$ cat config.mk
export PLATFORM = sky130hd
export DESIGN_NAME = crc16_framed_packet_encoder
export DESIGN_NICKNAME = d
export VERILOG_FILES = /design/src/rtl/core/cfpe_pkg.sv /design/src/rtl/core/cfpe_frame_ctl.sv /design/src/rtl/core/cfpe_byte_seq.sv /design/src/rtl/core/crc16_framed_packet_encoder.sv
export SDC_FILE = /design/constraint.sdc
export NUM_CORES = 1
export LEC_CHECK = 0
export BUFFER_PORTS_ARGS = -buffer_cell sky130_fd_sc_hd__buf_2
export CORE_UTILIZATION = 40
export DETAILED_ROUTE_END_ITERATION = 10
export GPL_ROUTABILITY_DRIVEN = 0
export PLACE_DENSITY = 0.7
export SYNTH_ARGS = -nofsm -noshare
export SYNTH_HDL_FRONTEND = slang
export SYNTH_SLANG_ARGS = --single-unit
$ cat constraint.sdc
create_clock -name clock -period 3.2 [get_ports clock]
set_input_delay 0.32 -clock clock [delete_from_list [all_inputs] [get_ports clock]]
set_output_delay 0.32 -clock clock [all_outputs]
set_load 0.02 [all_outputs]
$ cat src/rtl/core/cfpe_pkg.sv
// shared types, constants and the crc-16 byte fold for the frame encoder
package cfpe_pkg;

   // frame size limit and fixed frame overhead (sync, type, length, crc)
   localparam int unsigned MAX_FRAME = 1024;
   localparam int unsigned OVERHEAD  = 7;

   // crc-16/ccitt-false
   localparam logic [15:0] CRC_POLY = 16'h1021;
   localparam logic [15:0] CRC_SEED = 16'hFFFF;

   // header reset values
   localparam logic [7:0] HEADER_FIRST_RESET  = 8'hAA;
   localparam logic [7:0] HEADER_SECOND_RESET = 8'h55;

   // input word kinds
   localparam logic KIND_START   = 1'b0;
   localparam logic KIND_PAYLOAD = 1'b1;

   // register indexes
   localparam logic CSR_HEADER_FIRST  = 1'b0;
   localparam logic CSR_HEADER_SECOND = 1'b1;

   // position of one output byte within the frame
   typedef enum logic [2:0] {
      SLOT_HDR1   = 3'd0,
      SLOT_HDR2   = 3'd1,
      SLOT_TYPE   = 3'd2,
      SLOT_LEN_LO = 3'd3,
      SLOT_LEN_HI = 3'd4,
      SLOT_CRC_LO = 3'd5,
      SLOT_CRC_HI = 3'd6,
      SLOT_DATA   = 3'd7
   } slot_type;

   // byte run that one accepted word produces
   typedef struct packed {
      logic        valid;
      logic        err;
      slot_type    first;
      slot_type    last;
      logic [7:0]  frame_type;
      logic [15:0] len;
      logic [7:0]  pb;
      logic [15:0] crc;
   } plan_type;

   // fold one byte into the crc, msb first
   function automatic logic [15:0] crc_fold(input logic [15:0] crc_in, input logic [7:0] data);
      logic [15:0] c;
      c = crc_in ^ {data, 8'h00};
      for (int i = 0; i < 8; i++) begin
         if (c[15]) begin
            c = {c[14:0], 1'b0} ^ CRC_POLY;
         end else begin
            c = {c[14:0], 1'b0};
         end
      end
      return c;
   endfunction

endpackage

$ cat src/rtl/core/cfpe_frame_ctl.sv
// frame state: open flag, bytes still expected, running crc; plans each word's byte run
module cfpe_frame_ctl #(
   parameter int unsigned MAX_FRAME = cfpe_pkg::MAX_FRAME
) (
   input  logic                clock,
   input  logic                reset,
   input  logic                accept,
   input  logic                kind,
   input  logic [7:0]          frame_type,
   input  logic [15:0]         payload_length,
   input  logic [7:0]          payload_byte,
   output cfpe_pkg::plan_type  plan
);
   import cfpe_pkg::*;

   logic        in_frame_ff, in_frame_in;
   logic [15:0] bytes_left_ff, bytes_left_in;
   logic [15:0] crc_ff, crc_in;

   logic        too_large;
   logic [15:0] crc_next;
   logic [15:0] left_dec;

   // length check against the frame limit
   assign too_large = ({1'b0, payload_length} + 17'(OVERHEAD)) > 17'(MAX_FRAME);
   assign crc_next  = crc_fold(crc_ff, payload_byte);
   assign left_dec  = bytes_left_ff - 16'd1;

   // byte run for the presented word
   always_comb begin
      plan            = '0;
      plan.frame_type = frame_type;
      plan.len        = payload_length;
      plan.pb         = payload_byte;
      plan.first      = SLOT_HDR1;
      plan.last       = SLOT_HDR1;
      plan.crc        = CRC_SEED;
      if (kind == KIND_START) begin
         plan.valid = 1'b1;
         plan.err   = too_large;
         if (!too_large) begin
            plan.last = (payload_length == 16'd0) ? SLOT_CRC_HI : SLOT_LEN_HI;
         end
      end else begin
         plan.valid = in_frame_ff;
         plan.first = SLOT_DATA;
         plan.last  = (left_dec == 16'd0) ? SLOT_CRC_HI : SLOT_DATA;
         plan.crc   = crc_next;
      end
   end

   // next frame state
   always_comb begin
      in_frame_in   = in_frame_ff;
      bytes_left_in = bytes_left_ff;
      crc_in        = crc_ff;
      if (accept) begin
         if (kind == KIND_START) begin
            if (too_large) begin
               in_frame_in   = 1'b0;
               bytes_left_in = 16'd0;
            end else begin
               crc_in        = CRC_SEED;
               in_frame_in   = (payload_length != 16'd0);
               bytes_left_in = payload_length;
            end
         end else if (in_frame_ff) begin
            crc_in        = crc_next;
            bytes_left_in = left_dec;
            in_frame_in   = (left_dec != 16'd0);
         end
      end
   end

   always_ff @(posedge clock) begin
      if (reset) begin
         in_frame_ff   <= 1'b0;
         bytes_left_ff <= 16'd0;
         crc_ff        <= CRC_SEED;
      end else begin
         in_frame_ff   <= in_frame_in;
         bytes_left_ff <= bytes_left_in;
         crc_ff        <= crc_in;
      end
   end

endmodule

$ cat src/rtl/core/cfpe_byte_seq.sv
// holding register for one planned run and the output register sending it a byte a cycle unless stalled
module cfpe_byte_seq (
   input  logic                clock,
   input  logic                reset,
   input  logic                accept,
   input  cfpe_pkg::plan_type  plan,
   input  logic [7:0]          header_first,
   input  logic [7:0]          header_second,
   output logic                hold_free,
   output logic                rsp_tvalid,
   input  logic                rsp_tready,
   output logic [7:0]          rsp_tdata,
   output logic                rsp_tlast,
   output logic [1:0]          rsp_tuser
);
   import cfpe_pkg::*;

   logic        hold_valid_ff, hold_valid_in;
   slot_type    slot_ff, slot_in;
   slot_type    last_ff, last_in;
   logic        err_ff, err_in;
   logic [7:0]  type_ff, type_in;
   logic [15:0] len_ff, len_in;
   logic [7:0]  pb_ff, pb_in;
   logic [15:0] crc_ff, crc_in;

   logic        out_valid_ff, out_valid_in;
   logic [7:0]  out_byte_ff, out_byte_in;
   logic        out_end_ff, out_end_in;
   logic        out_big_ff, out_big_in;
   logic        out_last_ff, out_last_in;

   logic        out_load;
   logic        retire;
   logic        is_last;
   logic        take;
   slot_type    slot_step;
   logic [7:0]  slot_byte;

   assign out_load  = hold_valid_ff && (!out_valid_ff || rsp_tready);
   assign is_last   = (slot_ff == last_ff);
   assign retire    = out_load && is_last;
   assign hold_free = !hold_valid_ff || retire;
   assign take      = accept && plan.valid;

   // slot order: header bytes, then crc after the length or after a data byte
   always_comb begin
      if (slot_ff == SLOT_DATA) begin
         slot_step = SLOT_CRC_LO;
      end else begin
         slot_step = slot_type'(slot_ff + 3'd1);
      end
   end

   // byte for the current slot
   always_comb begin
      unique case (slot_ff)
         SLOT_HDR1:   slot_byte = header_first;
         SLOT_HDR2:   slot_byte = header_second;
         SLOT_TYPE:   slot_byte = type_ff;
         SLOT_LEN_LO: slot_byte = len_ff[7:0];
         SLOT_LEN_HI: slot_byte = len_ff[15:8];
         SLOT_CRC_LO: slot_byte = crc_ff[7:0];
         SLOT_CRC_HI: slot_byte = crc_ff[15:8];
         SLOT_DATA:   slot_byte = pb_ff;
         default:     slot_byte = 8'h00;
      endcase
   end

   // holding register
   always_comb begin
      hold_valid_in = hold_valid_ff;
      slot_in       = slot_ff;
      last_in       = last_ff;
      err_in        = err_ff;
      type_in       = type_ff;
      len_in        = len_ff;
      pb_in         = pb_ff;
      crc_in        = crc_ff;
      if (take) begin
         hold_valid_in = 1'b1;
         slot_in       = plan.first;
         last_in       = plan.err ? plan.first : plan.last;
         err_in        = plan.err;
         type_in       = plan.frame_type;
         len_in        = plan.len;
         pb_in         = plan.pb;
         crc_in        = plan.crc;
      end else if (retire) begin
         hold_valid_in = 1'b0;
      end else if (out_load) begin
         slot_in = slot_step;
      end
   end

   // output register
   always_comb begin
      out_valid_in = out_valid_ff;
      out_byte_in  = out_byte_ff;
      out_end_in   = out_end_ff;
      out_big_in   = out_big_ff;
      out_last_in  = out_last_ff;
      if (out_load) begin
         out_valid_in = 1'b1;
         out_byte_in  = err_ff ? 8'h00 : slot_byte;
         out_end_in   = !err_ff && (slot_ff == SLOT_CRC_HI);
         out_big_in   = err_ff;
         out_last_in  = is_last;
      end else if (rsp_tready) begin
         out_valid_in = 1'b0;
      end
   end

   always_ff @(posedge clock) begin
      if (reset) begin
         hold_valid_ff <= 1'b0;
         out_valid_ff  <= 1'b0;
      end else begin
         hold_valid_ff <= hold_valid_in;
         out_valid_ff  <= out_valid_in;
      end
   end

   always_ff @(posedge clock) begin
      slot_ff     <= slot_in;
      last_ff     <= last_in;
      err_ff      <= err_in;
      type_ff     <= type_in;
      len_ff      <= len_in;
      pb_ff       <= pb_in;
      crc_ff      <= crc_in;
      out_byte_ff <= out_byte_in;
      out_end_ff  <= out_end_in;
      out_big_ff  <= out_big_in;
      out_last_ff <= out_last_in;
   end

   assign rsp_tvalid = out_valid_ff;
   assign rsp_tdata  = out_byte_ff;
   assign rsp_tlast  = out_end_ff;
   assign rsp_tuser  = {out_last_ff, out_big_ff};

endmodule

$ cat src/rtl/core/crc16_framed_packet_encoder.sv
// top level of the length-prefixed frame encoder with crc-16 trailer
// Sends one encoded byte per cycle, while the receiver is ready, through a single
// output register. A payload word yields one byte (three for the last byte of a
// frame, which adds the two crc bytes); a start word yields five bytes, seven for
// an empty payload, and an oversized start (payload length plus seven above
// MAX_FRAME) yields one zero byte. A new word is taken in the same cycle that the
// previous word's final byte moves to the output. Payload words with no frame
// open are absorbed with no output. The user must write the sync bytes through
// the csr port only while the block is idle; the block has no guard for it.
module crc16_framed_packet_encoder #(
   parameter int unsigned MAX_FRAME = cfpe_pkg::MAX_FRAME
) (
   input  logic        clock,
   input  logic        reset,
   input  logic        req_tvalid,
   output logic        req_tready,
   input  logic [31:0] req_tdata,   // frame_type[7:0], payload_length[23:8], payload_byte[31:24]
   input  logic        req_tuser,   // kind[0]
   output logic        rsp_tvalid,
   input  logic        rsp_tready,
   output logic [7:0]  rsp_tdata,   // out_byte[7:0]
   output logic        rsp_tlast,   // frame_end
   output logic [1:0]  rsp_tuser,   // too_large[0], run_last[1]
   input  logic        csr_we,
   input  logic        csr_index,
   input  logic [7:0]  csr_wdata
);
   import cfpe_pkg::*;

   logic       accept;
   plan_type   plan;
   logic [7:0] header_first_ff, header_first_in;
   logic [7:0] header_second_ff, header_second_in;

   assign accept = req_tvalid && req_tready;

   // sync byte registers
   always_comb begin
      header_first_in  = header_first_ff;
      header_second_in = header_second_ff;
      if (csr_we) begin
         unique case (csr_index)
            CSR_HEADER_FIRST:  header_first_in  = csr_wdata;
            CSR_HEADER_SECOND: header_second_in = csr_wdata;
            default:           header_first_in  = header_first_ff;
         endcase
      end
   end

   always_ff @(posedge clock) begin
      if (reset) begin
         header_first_ff  <= HEADER_FIRST_RESET;
         header_second_ff <= HEADER_SECOND_RESET;
      end else begin
         header_first_ff  <= header_first_in;
         header_second_ff <= header_second_in;
      end
   end

   cfpe_frame_ctl #(
      .MAX_FRAME (MAX_FRAME)
   ) u_frame_ctl (
      .clock          (clock),
      .reset          (reset),
      .accept         (accept),
      .kind           (req_tuser),
      .frame_type     (req_tdata[7:0]),
      .payload_length (req_tdata[23:8]),
      .payload_byte   (req_tdata[31:24]),
      .plan           (plan)
   );

   cfpe_byte_seq u_byte_seq (
      .clock         (clock),
      .reset         (reset),
      .accept        (accept),
      .plan          (plan),
      .header_first  (header_first_ff),
      .header_second (header_second_ff),
      .hold_free     (req_tready),
      .rsp_tvalid    (rsp_tvalid),
      .rsp_tready    (rsp_tready),
      .rsp_tdata     (rsp_tdata),
      .rsp_tlast     (rsp_tlast),
      .rsp_tuser     (rsp_tuser)
   );

endmodule

==> metrics.txt <==
# TYPE chip_impl_metric gauge
chip_impl_metric{name="first_global_vias",unit=""} 4224
chip_impl_metric{name="crit_required",unit="ns"} 3.37
chip_impl_metric{name="post_drt_wl_per_cell",unit="um"} 17.3
chip_impl_metric{name="cts_repair_resize_count",unit=""} 0
chip_impl_metric{name="gr-usage-all-layers",unit="%"} 20.2
chip_impl_info{name="worstHoldPathType",value="input pin to register"} 1
chip_impl_metric{name="grt_start_max_net_pins",unit=""} 53
chip_impl_metric{name="post-route-drc-count",unit=""} 0
chip_impl_metric{name="num-nets-final",unit=""} 657
chip_impl_info{name="setup.worst_path.end_class",value="register"} 1
chip_impl_metric{name="h_tree_lvls",unit=""} 4
chip_impl_metric{name="utilization",unit="%"} 49.6
chip_impl_info{name="timing.critical_path.from_type",value="register"} 1
chip_impl_metric{name="floorplan.die.height",unit="um"} 120
chip_impl_metric{name="yosys_warnings",unit=""} 0
chip_impl_metric{name="pwr_density_cell",unit="nW/um2"} 646
chip_impl_metric{name="starting_density_of_the_core",unit="%"} 41.6
chip_impl_info{name="grt_setup_unrepaired",value="false"} 1
chip_impl_metric{name="post_cts_hold_buffer_count",unit=""} 0
chip_impl_metric{name="drt_wl_total",unit="um"} 13700
chip_impl_metric{name="antenna_cells",unit=""} 0
chip_impl_metric{name="finalSetupViolations",unit=""} 0
chip_impl_metric{name="seqCellArea",unit="um2"} 3000
chip_impl_metric{name="die-area",unit="um2"} 14400
chip_impl_metric{name="synthesis.area",unit="um2"} 5580
chip_impl_metric{name="cts_buffers",unit=""} 17
chip_impl_metric{name="final.fill_count",unit=""} 1224
chip_impl_metric{name="synthArstFlopShare",unit="%"} 0
chip_impl_metric{name="vias",unit=""} 4450
chip_impl_metric{name="detailed_place.area",unit="um2"} 6030
chip_impl_metric{name="postRouteAntennaNets",unit=""} 0
chip_impl_metric{name="via_per_inst",unit=""} 5.61
chip_impl_metric{name="final_hold_viol_count",unit=""} 0
chip_impl_metric{name="num_io_pins",unit=""} 60
chip_impl_metric{name="multi_input_comb_area",unit="um2"} 2390
chip_impl_metric{name="numPortBuffers",unit=""} 59
chip_impl_metric{name="synth_cells",unit=""} 553
chip_impl_metric{name="clock_path_buffers",unit=""} 2
chip_impl_metric{name="maxCapViolCount",unit=""} 0
chip_impl_metric{name="detail_route.first_pass.iterations",unit=""} 7
chip_impl_metric{name="period_share",unit="%"} 78.6
chip_impl_info{name="critical_path_start_end_classification",value="register to register"} 1
chip_impl_metric{name="worst-endpoint-arrival",unit="ns"} 2.69
chip_impl_metric{name="grt_first_pass_wirelength",unit="um"} 22100
chip_impl_metric{name="instances_no_fill",unit=""} 793
chip_impl_metric{name="peakVddDrop",unit="mV"} 0.405
chip_impl_metric{name="grt_overflow",unit=""} 0
chip_impl_metric{name="place_worst_setup_slack",unit="ns"} 0.695
chip_impl_metric{name="antenna_found_initial",unit=""} 0
chip_impl_metric{name="std_cell_rows",unit=""} 42
chip_impl_metric{name="max_transition_viols_final",unit=""} 0
chip_impl_metric{name="core_region_area",unit="um2"} 13400
chip_impl_metric{name="crit_fanout",unit=""} 10
chip_impl_metric{name="tns",unit="ns"} 0
chip_impl_metric{name="clock-sinks",unit=""} 117
chip_impl_metric{name="insertion_delay",unit="ns"} 0.42
chip_impl_metric{name="post-place-cells",unit=""} 761
chip_impl_metric{name="synth.ff_latch_count",unit=""} 117
chip_impl_info{name="cts_tree",value="built"} 1
chip_impl_metric{name="syn-mean-instance-area",unit="um2"} 10.1
chip_impl_info{name="synth-main-ff-cell",value="edfxtp_1"} 1
chip_impl_metric{name="drt-initial-drc-count",unit=""} 370
chip_impl_metric{name="achievable-frequency",unit="GHz"} 0.398
chip_impl_metric{name="postSynthNetCount",unit=""} 606
chip_impl_metric{name="synth_enable_flop_cells",unit=""} 66
chip_impl_metric{name="timing.slew.headroom",unit="%"} 39.9
chip_impl_metric{name="synth-seq-area-share",unit="%"} 53.8
chip_impl_info{name="outcome",value="finished clean"} 1
chip_impl_info{name="cts_root_buffer",value="clkbuf_16"} 1
chip_impl_metric{name="total_leakage_power",unit="uW"} 0.00238
chip_impl_metric{name="post_route_cells_drive_above_1_share",unit="%"} 18.5
chip_impl_metric{name="final_design_area_no_fill",unit="um2"} 6640
chip_impl_metric{name="transition_time_at_the_pin_with_the_least_slew_margin",unit="ns"} 0.902
chip_impl_metric{name="final.min_clock_period",unit="ns"} 2.52
chip_impl_metric{name="area_growth",unit="%"} 19.1
chip_impl_metric{name="die-width",unit="um"} 120
chip_impl_metric{name="cts_post_setup_buffers_inserted",unit=""} 0
chip_impl_metric{name="clock-skew-final",unit="ns"} 0.0103
chip_impl_metric{name="layout_setup_ws",unit="ns"} 0.684
chip_impl_metric{name="dp_hpwl",unit="um"} 9830
chip_impl_metric{name="clk_transition_reported_paths",unit="ns"} 0.06
chip_impl_metric{name="synthDistinctLibCells",unit=""} 60
-- worst max-delay path, cell delays in order (launching register included) --
cell     delay, ns
dfxtp_1       0.37
inv_1         0.08
ha_1          0.35
or4b_2        0.68
xnor2_1       0.16
o31ai_1       0.19
o21ai_0       0.16
nor3_1        0.21
nor2_1        0.06
-- power breakdown --
part           total, uW  switching [uW]  leakage [uW]  internal (uW)
sequential          1740            43.9       0.00102           1690
combinational        596             377       0.00106            219
clock               1960             671      0.000292           1290
-- logic make-up after synthesis --
logic type	after synthesis	synth area share, %
AOI/OAI and AO/OA	127	16.3
DFF	117	53.8
xor gates and xnor gates	30	4.71
muxes	2	0.381
adders and majority gates	6	1.35
and+or+nand+nor	225	20.1
buffers and inverters	46	3.34
-- worst paths after layout --
path | from | end | slack (ns) | cells after the start
min reg2reg | header_first_ff[4] | header_first_ff[4] | 0.47 | 2
max | u_frame_ctl.bytes_left_ff[0] | u_byte_seq.last_ff[0] | 0.68 | 8
min | req_tdata[1] | u_byte_seq.type_ff[1] | 0.08 | 1
max reg2reg | u_frame_ctl.bytes_left_ff[0] | u_byte_seq.last_ff[0] | 0.68 | 8
-- state kept, by name, summed over array words and instances (netlist names), 8 cells and up --
| register | count |
|---|---|
| u_byte_seq.type_ff | 8 |
| u_frame_ctl.bytes_left_ff | 16 |
| u_byte_seq.rsp_tdata | 8 |
| u_byte_seq.pb_ff | 8 |
| header_second_ff | 8 |
| u_byte_seq.len_ff | 16 |
| u_frame_ctl.crc_ff | 16 |
| header_first_ff | 8 |
| u_byte_seq.crc_ff | 16 |
-- metrics by stage --
step	hold slack, ns	total power (uW)
6_report	0.0829	4290
5_1_grt	0.0676	4450
4_1_cts	0.0698	4300
3_5_place_dp	0.455	2360
3_3_place_gp	0.449	2340
2_1_floorplan	0.419	2160
-- routing by layer --
metal	GRT usage [%]	routed length (um)	vias to the layer above
met3	4.61	901	24
met4	8.75	251	0
met2	32.4	6420	157
met1	26.2	6150	2118
li1	-	-	2151
met5	0	0	-
-- layout by cell type, fill, tap and decap left out, drive strengths merged, types with 8 or more instances in the layout --
master | netlist | layout
nand3 | 14 | 14
a222oi | 8 | 8
edfxtp | 66 | 66
a22oi | 16 | 16
a21oi | 40 | 40
a21o | 9 | 9
o21ai | 12 | 12
nor2 | 53 | 53
nand2 | 72 | 72
nor3 | 21 | 21
clkbuf | 29 | 17
xor2 | 13 | 13
or3 | 8 | 8
xnor2 | 17 | 17
buf | 7 | 68
clkinv | 1 | 8
o32ai | 12 | 12
dfxtp | 51 | 51
nand2b | 14 | 14
inv | 9 | 8
-- synth_stat cells, types with 3 or more instances --
| master | number | area, um2 |
|---|---|---|
| a211o_1 | 4 | 35.0 |
| a21o_1 | 9 | 67.6 |
| a21oi_1 | 40 | 200 |
| a222oi_1 | 8 | 80.1 |
| a22oi_1 | 16 | 120 |
| a31oi_1 | 6 | 37.5 |
| and2_1 | 5 | 31.3 |
| and3_1 | 5 | 31.3 |
| buf_4 | 3 | 22.5 |
| clkbuf_1 | 29 | 109 |
| dfxtp_1 | 51 | 1020 |
| edfxtp_1 | 66 | 1980 |
| ha_1 | 6 | 75.1 |
| inv_1 | 9 | 33.8 |
| nand2_1 | 71 | 267 |
| nand2b_1 | 14 | 87.6 |
| nand3_1 | 14 | 70.1 |
| nand3b_1 | 6 | 45.0 |
| nand4_1 | 5 | 31.3 |
| nor2_1 | 52 | 195 |
| nor3_1 | 20 | 100 |
| nor3b_1 | 3 | 22.5 |
| nor4_1 | 5 | 31.3 |
| o21ai_0 | 12 | 60.1 |
| o31ai_1 | 3 | 22.5 |
| o32ai_1 | 12 | 105 |
| or3_1 | 8 | 50.1 |
| xnor2_1 | 17 | 149 |
| xor2_1 | 13 | 114 |
-- layout make-up --
type | count | share of cell area, %
timing repair buffer | 68 | 5.65
sequential | 117 | 45.2
clock inverter | 15 | 2.82
clock buffer | 17 | 6.40
inverter | 10 | 0.621
multi-input combinational | 390 | 36.0
tap | 176 | 3.31
Note: power is estimated with default switching activity, not from simulation.
